--- src/rtl/tcbl_pkg.sv ---
`timescale 1ns / 1ps
// shared types, widths and reset constants of the token bucket limiter
package tcbl_pkg;

   // field and register widths
   localparam int LEVEL_W    = 24;
   localparam int CAP_W      = 8;
   localparam int REFILL_W   = 20;
   localparam int WAIT_W     = 17;
   localparam int CLASS_W    = 2;
   localparam int REQ_DATA_W = 8;
   localparam int RSP_DATA_W = 48;
   localparam int CSR_INDEX_W = 3;
   localparam int CSR_DATA_W  = 20;

   // bucket storage and class limits
   localparam int REG_CLASSES = 3;
   localparam int NUM_CLASSES = 3;
   localparam int FRACTION_BITS_DEFAULT = 16;

   // saturation values
   localparam logic [WAIT_W-1:0]  WAIT_MAX  = '1;
   localparam logic [LEVEL_W-1:0] LEVEL_MAX = '1;

   // reset capacities (whole tokens) and refills (fraction units)
   localparam logic [CAP_W-1:0] CAP_RESET [REG_CLASSES] = '{8'd10, 8'd20, 8'd20};
   localparam logic [REFILL_W-1:0] REFILL_RESET [REG_CLASSES] =
      '{20'd655, 20'd1311, 20'd1311};

   // configuration register indexes
   typedef enum logic [CSR_INDEX_W-1:0] {
      REG_ORDER_CAPACITY  = 3'd0,
      REG_QUERY_CAPACITY  = 3'd1,
      REG_PUBLIC_CAPACITY = 3'd2,
      REG_ORDER_REFILL    = 3'd3,
      REG_QUERY_REFILL    = 3'd4,
      REG_PUBLIC_REFILL   = 3'd5
   } csr_index_type;

   // item kinds carried in tuser
   localparam logic ACTION_TICK    = 1'b0;
   localparam logic ACTION_REQUEST = 1'b1;

   // controller states
   typedef enum logic [1:0] {
      ST_IDLE,
      ST_EVAL,
      ST_DIVIDE,
      ST_RESULT
   } state_type;

   // controller to datapath commands
   typedef struct packed {
      logic capture;
      logic tick_apply;
      logic grant_apply;
      logic div_start;
      logic div_step;
      logic load_out;
   } cmd_type;

   // datapath to controller status
   typedef struct packed {
      logic is_tick;
      logic class_ok;
      logic has_token;
      logic out_free;
   } status_type;

endpackage

--- src/rtl/three_class_token_bucket_limiter_core.sv ---
`timescale 1ns / 1ps
// Three-class token bucket limiter: one fixed-point token level per class
// (order, query, public) with FRACTION_BITS fraction bits. A tick beat refills
// every bucket and clamps it at its capacity and gives no result; a request
// beat takes one token from its class and answers granted, or refused with
// the ticks to wait, ceil((1 - level) / refill). Requests naming a class
// outside the bucket set give no result. One beat is handled at a time: a tick
// is applied in the evaluation state, a grant goes on to the result state, and
// a refusal first runs the restoring divider, one quotient bit per cycle. The
// next beat is taken while a result waits in the output register. The configuration
// port is always ready and must be written only while idle; the block does not enforce this.
module three_class_token_bucket_limiter_core #(
   parameter int FRACTION_BITS = tcbl_pkg::FRACTION_BITS_DEFAULT
) (
   input  logic                              clock,
   input  logic                              reset,
   // request beats
   input  logic                              req_tvalid,
   output logic                              req_tready,
   input  logic                              req_tuser,   // [0] action
   input  logic [tcbl_pkg::REQ_DATA_W-1:0]   req_tdata,   // [1:0] traffic_class
   // result beats
   output logic                              rsp_tvalid,
   input  logic                              rsp_tready,
   output logic                              rsp_tuser,   // [0] granted
   output logic [tcbl_pkg::RSP_DATA_W-1:0]   rsp_tdata,   // [16:0] wait_ticks, [40:17] level_after
   // register writes
   input  logic                              csr_valid,
   output logic                              csr_ready,
   input  logic [tcbl_pkg::CSR_INDEX_W-1:0]  csr_index,
   input  logic [tcbl_pkg::CSR_DATA_W-1:0]   csr_wdata
);
   import tcbl_pkg::*;

   cmd_type    cmd;
   status_type status;

   assign csr_ready = 1'b1;

   // sequencer
   tcbl_ctrl #(
      .FRACTION_BITS(FRACTION_BITS)
   ) u_ctrl (
      .clock      (clock),
      .reset      (reset),
      .req_tvalid (req_tvalid),
      .req_tready (req_tready),
      .status     (status),
      .cmd        (cmd)
   );

   // buckets, registers, divider and output stage
   tcbl_datapath #(
      .FRACTION_BITS(FRACTION_BITS)
   ) u_datapath (
      .clock      (clock),
      .reset      (reset),
      .cmd        (cmd),
      .status     (status),
      .req_tuser  (req_tuser),
      .req_tdata  (req_tdata),
      .csr_valid  (csr_valid),
      .csr_index  (csr_index),
      .csr_wdata  (csr_wdata),
      .rsp_tvalid (rsp_tvalid),
      .rsp_tready (rsp_tready),
      .rsp_tuser  (rsp_tuser),
      .rsp_tdata  (rsp_tdata)
   );

endmodule

--- src/rtl/tcbl_ctrl.sv ---
`timescale 1ns / 1ps
// controller state machine sequencing ticks, grants and the wait divider
module tcbl_ctrl #(
   parameter int FRACTION_BITS = tcbl_pkg::FRACTION_BITS_DEFAULT
) (
   input  logic                   clock,
   input  logic                   reset,
   input  logic                   req_tvalid,
   output logic                   req_tready,
   input  tcbl_pkg::status_type   status,
   output tcbl_pkg::cmd_type      cmd
);
   import tcbl_pkg::*;

   // divider runs one quotient bit per cycle over the numerator width
   localparam int NUM_W = FRACTION_BITS + 1;
   localparam int CNT_W = $clog2(NUM_W);

   state_type         state_ff, state_in;
   logic [CNT_W-1:0]  count_ff, count_in;
   logic              div_last;

   assign div_last = (count_ff == CNT_W'(NUM_W - 1));

   // state and step counter registers
   always_ff @(posedge clock) begin
      if (reset) begin
         state_ff <= ST_IDLE;
         count_ff <= '0;
      end else begin
         state_ff <= state_in;
         count_ff <= count_in;
      end
   end

   // next state
   always_comb begin
      state_in = state_ff;
      case (state_ff)
         ST_IDLE: begin
            if (req_tvalid) state_in = ST_EVAL;
         end
         ST_EVAL: begin
            if (status.is_tick || !status.class_ok) state_in = ST_IDLE;
            else if (status.has_token)               state_in = ST_RESULT;
            else                                     state_in = ST_DIVIDE;
         end
         ST_DIVIDE: begin
            if (div_last) state_in = ST_RESULT;
         end
         ST_RESULT: begin
            if (status.out_free) state_in = ST_IDLE;
         end
         default: state_in = ST_IDLE;
      endcase
   end

   // outputs and counter
   always_comb begin
      cmd        = '0;
      req_tready = 1'b0;
      count_in   = count_ff;
      case (state_ff)
         ST_IDLE: begin
            req_tready  = 1'b1;
            cmd.capture = req_tvalid;
         end
         ST_EVAL: begin
            count_in = '0;
            if (status.is_tick) begin
               cmd.tick_apply = 1'b1;
            end else if (status.class_ok) begin
               cmd.grant_apply = status.has_token;
               cmd.div_start   = !status.has_token;
            end
         end
         ST_DIVIDE: begin
            cmd.div_step = 1'b1;
            count_in     = count_ff + CNT_W'(1);
         end
         ST_RESULT: begin
            cmd.load_out = status.out_free;
         end
         default: begin
            cmd = '0;
         end
      endcase
   end

endmodule

--- src/rtl/tcbl_datapath.sv ---
`timescale 1ns / 1ps
// bucket levels, configuration registers, wait divider and result register
module tcbl_datapath #(
   parameter int FRACTION_BITS = tcbl_pkg::FRACTION_BITS_DEFAULT
) (
   input  logic                              clock,
   input  logic                              reset,
   input  tcbl_pkg::cmd_type                 cmd,
   output tcbl_pkg::status_type              status,
   input  logic                              req_tuser,
   input  logic [tcbl_pkg::REQ_DATA_W-1:0]   req_tdata,
   input  logic                              csr_valid,
   input  logic [tcbl_pkg::CSR_INDEX_W-1:0]  csr_index,
   input  logic [tcbl_pkg::CSR_DATA_W-1:0]   csr_wdata,
   output logic                              rsp_tvalid,
   input  logic                              rsp_tready,
   output logic                              rsp_tuser,
   output logic [tcbl_pkg::RSP_DATA_W-1:0]   rsp_tdata
);
   import tcbl_pkg::*;

   localparam int NUM_W = FRACTION_BITS + 1;
   localparam logic [31:0] ONE = 32'd1 << FRACTION_BITS;

   // capacity in fixed point, saturated at the level width
   function automatic logic [LEVEL_W-1:0] ceiling_of(input logic [CAP_W-1:0] cap);
      logic [31:0] full;
      full = 32'(cap) << FRACTION_BITS;
      return (full > 32'(LEVEL_MAX)) ? LEVEL_MAX : full[LEVEL_W-1:0];
   endfunction

   logic                item_action_ff;
   logic [CLASS_W-1:0]  item_class_ff;
   logic [LEVEL_W-1:0]  level_ff [REG_CLASSES];
   logic [CAP_W-1:0]    cap_ff [REG_CLASSES];
   logic [REFILL_W-1:0] refill_ff [REG_CLASSES];
   logic                res_granted_ff;
   logic [LEVEL_W-1:0]  res_level_ff;
   logic [REFILL_W-1:0] rem_ff, rem_in;
   logic [NUM_W-1:0]    quo_ff, quo_in;
   logic [REFILL_W-1:0] div_ff;
   logic                out_valid_ff;
   logic                out_granted_ff;
   logic [WAIT_W-1:0]   out_wait_ff, out_wait_in;
   logic [LEVEL_W-1:0]  out_level_ff;

   logic [CLASS_W-1:0]  cls_idx;
   logic [LEVEL_W-1:0]  cur_level;
   logic [31:0]         numerator;
   logic [REFILL_W:0]   shifted;
   logic [31:0]         wait_full;

   // status toward the controller
   always_comb begin
      status.is_tick   = (item_action_ff == ACTION_TICK);
      status.class_ok  = (32'(item_class_ff) < REG_CLASSES) &&
                         (32'(item_class_ff) < NUM_CLASSES);
      cls_idx          = status.class_ok ? item_class_ff : '0;
      cur_level        = level_ff[cls_idx];
      status.has_token = (32'(cur_level) >= ONE);
      status.out_free  = !out_valid_ff || rsp_tready;
   end

   // missing fraction of one token, at most one token so it fits the numerator
   assign numerator = ONE - 32'(cur_level);

   // captured request beat
   always_ff @(posedge clock) begin
      if (cmd.capture) begin
         item_action_ff <= req_tuser;
         item_class_ff  <= req_tdata[CLASS_W-1:0];
      end
   end

   // configuration registers
   always_ff @(posedge clock) begin
      if (reset) begin
         for (int i = 0; i < REG_CLASSES; i++) begin
            cap_ff[i]    <= CAP_RESET[i];
            refill_ff[i] <= REFILL_RESET[i];
         end
      end else if (csr_valid) begin
         case (csr_index)
            REG_ORDER_CAPACITY:  cap_ff[0]    <= csr_wdata[CAP_W-1:0];
            REG_QUERY_CAPACITY:  cap_ff[1]    <= csr_wdata[CAP_W-1:0];
            REG_PUBLIC_CAPACITY: cap_ff[2]    <= csr_wdata[CAP_W-1:0];
            REG_ORDER_REFILL:    refill_ff[0] <= csr_wdata[REFILL_W-1:0];
            REG_QUERY_REFILL:    refill_ff[1] <= csr_wdata[REFILL_W-1:0];
            REG_PUBLIC_REFILL:   refill_ff[2] <= csr_wdata[REFILL_W-1:0];
            default: ;
         endcase
      end
   end

   // bucket levels: refill all on a tick, take one token on a grant
   always_ff @(posedge clock) begin
      if (reset) begin
         for (int i = 0; i < REG_CLASSES; i++) begin
            level_ff[i] <= ceiling_of(CAP_RESET[i]);
         end
      end else if (cmd.tick_apply) begin
         for (int i = 0; i < REG_CLASSES; i++) begin
            if ((LEVEL_W + 1)'(level_ff[i]) + (LEVEL_W + 1)'(refill_ff[i]) >
                (LEVEL_W + 1)'(ceiling_of(cap_ff[i])))
               level_ff[i] <= ceiling_of(cap_ff[i]);
            else
               level_ff[i] <= level_ff[i] + LEVEL_W'(refill_ff[i]);
         end
      end else if (cmd.grant_apply) begin
         level_ff[cls_idx] <= cur_level - ONE[LEVEL_W-1:0];
      end
   end

   // restoring divider step, one quotient bit per cycle
   always_comb begin
      shifted = {rem_ff, quo_ff[NUM_W-1]};
      if (shifted >= {1'b0, div_ff}) begin
         rem_in = REFILL_W'(shifted - {1'b0, div_ff});
         quo_in = {quo_ff[NUM_W-2:0], 1'b1};
      end else begin
         rem_in = shifted[REFILL_W-1:0];
         quo_in = {quo_ff[NUM_W-2:0], 1'b0};
      end
   end

   // result staging and divider registers
   always_ff @(posedge clock) begin
      if (cmd.grant_apply) begin
         res_granted_ff <= 1'b1;
         res_level_ff   <= cur_level - ONE[LEVEL_W-1:0];
      end else if (cmd.div_start) begin
         res_granted_ff <= 1'b0;
         res_level_ff   <= cur_level;
         rem_ff         <= '0;
         quo_ff         <= numerator[NUM_W-1:0];
         div_ff         <= refill_ff[cls_idx];
      end else if (cmd.div_step) begin
         rem_ff <= rem_in;
         quo_ff <= quo_in;
      end
   end

   // round up, saturate, zero refill means never
   always_comb begin
      wait_full = 32'(quo_ff) + 32'(rem_ff != '0);
      if (res_granted_ff)
         out_wait_in = '0;
      else if (div_ff == '0 || wait_full > 32'(WAIT_MAX))
         out_wait_in = WAIT_MAX;
      else
         out_wait_in = wait_full[WAIT_W-1:0];
   end

   // output register
   always_ff @(posedge clock) begin
      if (reset) begin
         out_valid_ff <= 1'b0;
      end else if (cmd.load_out) begin
         out_valid_ff <= 1'b1;
      end else if (rsp_tready) begin
         out_valid_ff <= 1'b0;
      end
   end

   always_ff @(posedge clock) begin
      if (cmd.load_out) begin
         out_granted_ff <= res_granted_ff;
         out_wait_ff    <= out_wait_in;
         out_level_ff   <= res_level_ff;
      end
   end

   assign rsp_tvalid = out_valid_ff;
   assign rsp_tuser  = out_granted_ff;
   assign rsp_tdata  = {(RSP_DATA_W - WAIT_W - LEVEL_W)'(0), out_level_ff, out_wait_ff};

endmodule

--- config.mk ---
export PLATFORM = sky130hd
export DESIGN_NAME = three_class_token_bucket_limiter_core
export DESIGN_NICKNAME = d
export VERILOG_FILES = /design/src/rtl/tcbl_pkg.sv /design/src/rtl/three_class_token_bucket_limiter_core.sv /design/src/rtl/tcbl_ctrl.sv /design/src/rtl/tcbl_datapath.sv
export SDC_FILE = /design/constraint.sdc
export NUM_CORES = 1
export LEC_CHECK = 0
export BUFFER_PORTS_ARGS = -buffer_cell sky130_fd_sc_hd__buf_4
export CAP_MARGIN = 20
export CORE_MARGIN = 4
export CORE_UTILIZATION = 24
export DETAILED_ROUTE_END_ITERATION = 8
export PLACE_DENSITY_LB_ADDON = 0.2
export REMOVE_ABC_BUFFERS = 1
export SYNTH_ARGS = -nofsm -noshare
export SYNTH_HDL_FRONTEND = slang
export SYNTH_HIERARCHICAL = 1
export SYNTH_SLANG_ARGS = --single-unit
--- constraint.sdc ---
create_clock -name clock -period 14.35 [get_ports clock]
set_clock_uncertainty 0.15 [all_clocks]
set_input_delay 4.305 -clock clock [delete_from_list [all_inputs] [get_ports clock]]
set_output_delay 4.305 -clock clock [all_outputs]
set_load 0.005 [all_outputs]
### Word-level counts from Yosys, hierarchy flattened

Memories as Yosys holds them, arrays and structs flattened. A register that Yosys moved wholly into a read port is not among the register bits.
Index checks and enable logic that the tools add are counted.
Widths: inputs -> output; s select.

| operators by class | value |
|---|---|
| $add $sub $neg | 11 |
| magnitude comparators | 10 |
| equal/unequal tests | 12 |
| muxes and demuxes | 98 |
| bitwise operators | 14 |
| reduce and logical (&&, ||, !) cells | 18 |

Operators by type and width:

| cell | count |
|---|---|
| $mux 24 | 12 |
| $mux 20 | 5 |
| $add 24x20->25 | 3 |
| $gt 25x24->1 | 3 |
| $add 24x20->24 | 3 |
| $gt 24x24->1 const B | 3 |
| $mux 1 | 64 |
| $mux 17 | 3 |
| $gt 32x17->1 const B | 1 |
| $ge 24x17->1 const B | 1 |
| $mux 8 | 3 |
| $reduce_or 24->1 | 1 |
| $sub 24x17->24 const B | 1 |
| $ge 21x20->1 | 1 |
| $logic_not 20->1 | 1 |
| $reduce_bool 20->1 | 1 |
| $sub 20x20->20 | 1 |
| $add 17x1->18 | 1 |
| $sub 17x17->17 const A | 1 |
| $mux 2 | 8 |
| $or 1x1->1 | 12 |
| $pmux 5 s2 | 1 |
| $pmux 2 s4 | 1 |
| $reduce_bool 2->1 | 4 |
| other kinds (18) | 28 |

| word-level totals | value |
|---|---|
| bits in registers | 115 |
| RAM bits | 156 |
| input bits | 37 |
| output and inout bits | 52 |
| logic and storage cells | 178 |
| memories | 3 |

Memory list:

| memory | depth | width | rd ports | clocked after Yosys merged registers in | write ports | line | source |
|---|---|---|---|---|---|---|---|
| u_datapath.level_ff | 3 | 24 | 4 | 0 | 3 | tcbl_datapath.sv:34 | `logic [LEVEL_W-1:0] level_ff [REG_CLASSES];` |
| u_datapath.refill_ff | 3 | 20 | 4 | 1 | 3 | tcbl_datapath.sv:36 | `logic [REFILL_W-1:0] refill_ff [REG_CLASSES];` |
| u_datapath.cap_ff | 3 | 8 | 3 | 0 | 3 | tcbl_datapath.sv:35 | `logic [CAP_W-1:0] cap_ff [REG_CLASSES];` |

### Depth between registers and ports, before layout

An unclocked memory read counts as a cell.

| logic depth | value |
|---|---|
| depth after elaboration | 14 |
| mapped depth | 22 |
| depth with buffers taken out | 22 |

### Modules after synthesis

The synthesis kept the hierarchy.

Modules (own cells, without submodules):

| module | times used | cells an instance | area each (µm²) | seq. area each (µm²) |
|---|---|---|---|---|
| tcbl_datapath | 1 | 1694 | 17853.4 | 8508.2 |
| tcbl_ctrl | 1 | 57 | 467.9 | 140.1 |
| three_class_token_bucket_limiter_core | 1 | 2 | 11.3 | 0.0 |

### Least setup slack after synthesis

OpenSTA, ideal clock, no wires.

| path | value |
|---|---|
| kind | input-to-reg |
| start | input port csr_index[2] (netlist bit) |
| end | memory u_datapath.refill_ff[0][0], enable pin |
| arrival | 5943 ps |
| setup slack | 7832 ps |
| stages | 2 |
| path buffers | 0 |
| path through | nand2b_1 > o21ai_0 |

RTL lines:

| item | line | source |
|---|---|---|
| start: declaration | three_class_token_bucket_limiter_core.sv:30 | `input logic [tcbl_pkg::CSR_INDEX_W-1:0] csr_index,` |
| end: declaration | tcbl_datapath.sv:36 |  |

==> flow_summary.yaml <==
status:
  status: "finished, final reports clean"
cells_and_area:
  fin_nets: 2003
  drive_gt1_share_pct: 12.3
  area_delta_synth_final_pct: 16.9
  final_common_cell: "edfxtp_1"
  layout_common_cells: "282 x edfxtp_1, 135 x a21oi_1, 131 x nor2_1"
pwr:
  power_frac_clock_pct: 29.8
  power_frac_seq_pct: 36.5
  p_per_area_mw_per_mm2: 145
  combPwrFrac_pct: 33.7
  power_switching_mw: 1.12
  design_power_total_mw: 3.11
  switching_share_pct: 35.9
  power.leakage_nw: 8.13
  peakVddDrop_v: 0.0000668
  p_int_mw: 1.99
clock_tree:
  insertion_delay_ps: 550
  cts_sinks: 291
  path_clk_slew_ps: 60
  cts_buffers: 37
  cts_root_buf: "clkbuf_16"
  cts-hold-fix-buffers: 0
  cts_setup_buffers: 0
  cts_tree: "done"
  clk_path_buf_depth: 3
  post_cts_resized: 0
  htree_num_levels: 2
grt:
  antenna_found_initial: 0
  grt_overflow: 0
  grt_pass1_vias: 13747
  grt_pass1_wl_um: 87800
  grt_max_degree: 62
  grt_use_total_pct: 14.2
sta:
  period_minus_slack_ps: 7230
  setup_viol_count_final: 0
  worst_pin_slew_ps: 1060
  rsz0062_at_grt: "false"
  hold_viol_final: 0
  period_share_pct: 50.4
  finalSetupTns_ps: 0
  final_max_slew_viol_count: 0
  slew_headroom_pct: 29.0
  fmax_ghz: 0.138
detailed_routing:
  wire_per_inst_um: 20.7
  drt_pass1_iterations: 6
  routed_wl_um: 59200
  ant_nets: 0
  vias_per_cell: 4.84
  drc: 0
  vias: 13827
  first_iter_violations: 843
floorplan:
  die_w_um: 284
  die_h_um: 284
  core_area_sq_mm: 0.0758
  std_cell_rows: 101
  die_area_sq_mm: 0.0809
  start_util_pct: 24.2
  io_pins: 89
worst_setup_path:
  startpoint_type: "register"
  crit_start: "u_datapath/item_class_ff[0]"
  cp.arrival_ps: 7320
  end_kind: "register"
  cp_max_fo: 61
  path_class: "reg -> reg"
  rr_startpoint: "u_datapath/item_class_ff[0]"
  path_cells: "buf_4, xor2_1, buf_4, o221ai_1, inv_1, nor3_2, nand4_1, or3_1, nor2_2, nand3_1, o2111ai_1, and2_1, buf_4, inv_1, nor3_2, buf_4, nand3_1, nand2_1, buf_16"
  cpPeakStageDelay_ps: 580
  crit_top_cell: "buf_4"
  r2r_cells: 19
  worst-path-stages: 19
  crit_required_ps: 14450
  critPathBufInv: 7
  crit_family: "simple AND/OR/NAND/NOR gates"
  slowest_stage: "o221ai_1"
placed_design:
  port-buffer-count: 74
  dp_hpwl_um: 45500
  gp_congestion: 0.892
yosys:
  avgSynthCellArea_sq_um: 10.5
  ys_ff_latch: 291
  synth-edff-count: 282
  netlist_instances: 1753
  synth_cell_types: 93
  ys_warn_count: 6
  synthFlopType: "edfxtp_1"
  ys_seq_area_share_pct: 47.2
  async_reset_ff_share_pct: 0
  synth_area_sq_mm: 0.0183
min_path:
  min_path_type: "reg -> reg"
  hold_depth: 0
  hold_path_startpoint: "u_datapath/res_level_ff[15]"
flow_run:
  max-cap-violations: 0
[flip-flops by register name (all words and copies together) (netlist names), named ones only]
register / flops
u_datapath/out_level_ff: 24
u_datapath/out_wait_ff: 17
u_datapath/level_ff: 72
u_datapath/rsp_tuser: 1
u_ctrl/count_ff: 5
u_datapath/rem_ff: 20
u_ctrl/state_ff: 1
u_datapath/cap_ff: 24
u_datapath/div_ff: 20
u_datapath/refill_ff: 60
u_datapath/quo_ff: 17
u_datapath/res_granted_ff: 1
u_datapath/rsp_tvalid: 1
u_datapath/item_class_ff: 2
u_datapath/res_level_ff: 24
u_datapath/item_action_ff: 1
[synth_stat cells (6+ instances only)]
| master | number | share of area (%) |
|---|---|---|
| dfxtp_1 | 9 | 0.98 |
| a31oi_1 | 10 | 0.34 |
| a22o_1 | 18 | 0.86 |
| a21o_1 | 27 | 1.1 |
| xnor2_1 | 64 | 3.1 |
| and3_1 | 17 | 0.58 |
| nor3_1 | 26 | 0.71 |
| o22a_1 | 10 | 0.48 |
| mux2i_1 | 51 | 2.8 |
| nand4_1 | 23 | 0.78 |
| o31ai_1 | 11 | 0.45 |
| nor4_1 | 23 | 0.78 |
| buf_4 | 9 | 0.37 |
| and2_1 | 51 | 1.7 |
| inv_1 | 107 | 2.2 |
| nand2b_1 | 24 | 0.82 |
| o22ai_1 | 25 | 0.85 |
| o21ai_0 | 88 | 2.4 |
| a21oi_1 | 135 | 3.7 |
| nand3_1 | 32 | 0.87 |
| mux2_2 | 21 | 1.3 |
| o21a_1 | 16 | 0.66 |
| clkbuf_1 | 47 | 0.96 |
| a211oi_1 | 35 | 1.4 |
| ha_1 | 116 | 7.9 |
| nand2_1 | 107 | 2.2 |
| o211ai_1 | 6 | 0.25 |
| edfxtp_1 | 282 | 46 |
| or3_1 | 19 | 0.65 |
| nor2b_1 | 37 | 1.3 |
| nor2_1 | 133 | 2.7 |
| o21bai_1 | 7 | 0.29 |
| xor2_1 | 49 | 2.3 |
[worst register-to-register path, cell delays in order (launching register included)]
cell and delay [ps]:
edfxtp_1 320, buf_4 520, xor2_1 260, buf_4 250, o221ai_1 590, inv_1 160, nor3_2 310, nand4_1 180
or3_1 400, nor2_2 190, nand3_1 370, o2111ai_1 490, and2_1 180, buf_4 260, inv_1 320, nor3_2 270
buf_4 310, nand3_1 560, nand2_1 580, buf_16 230
[power groups by stage]
| stage | registers (mW) | logic, mW | clock network (mW) |
|---|---|---|---|
| floorplan | 1.12 | 0.701 | 0 |
| global placement | 1.15 | 1.02 | 0 |
| detailed placement | 1.15 | 1.03 | 0 |
| CTS | 1.14 | 1.04 | 0.959 |
| global route | 1.14 | 1.16 | 0.997 |
| finish | 1.13 | 1.05 | 0.928 |
[stage by stage]
stage	hold WS (ps)	worst slack [ps]	utilization, %	instances	cell area [sq um]
after detailed placement	255	7080	26.6	2781	20200
after floorplan	250	5790	-	1695	18100
after CTS	269	7200	28.2	2848	21400
after global routing	275	6790	28.3	2852	21400
after global placement	255	6860	26.6	2778	20100
final	266	7120	28.3	2855	21400
[worst paths after layout]
check                                     end  slack, ps
hold / removal    u_datapath/out_level_ff[15]        270
hold reg to reg   u_datapath/out_level_ff[15]        270
setup reg to reg   u_datapath/level_ff[0][11]       7120
setup / recovery   u_datapath/level_ff[0][11]       7120
[metal layers]
layer	track usage, %	share of wire [%]	vias to the layer above
li1	-	-	6718
met1	19.7	47	6697
met2	22.4	44	324
met3	2.35	4.5	88
met4	5.37	4.0	0
met5	0	0	-
[final cells by class]
class                           count  area (sq um)
Multi-Input combinational cell   1296          9070
Inverter                          108           405
Tap cell                          978          1220
Sequential cell                   291          8650
Fill cell                        7964         54400
Antenna cell                        3          7.51
Clock buffer                       46          1000
Clock inverter                     21           203
Timing Repair Buffer              112           881
[cells by family (layout without fill, tap and decap cells)]
group | Yosys count | count (layout) | synth area share (%)
AOI/OAI and AO/OA | 449 | 449 | 16.0
xor gates and xnor gates | 113 | 113 | 5.40
adders and majority gates | 120 | 120 | 8.35
buffers and inverters | 172 | 287 | 3.78
DFF | 291 | 291 | 47.2
muxes | 76 | 76 | 4.32
other | 2 | 11 | 0.0410
and+or+nand+nor | 530 | 530 | 14.9
(Power assumes the default switching activity.)
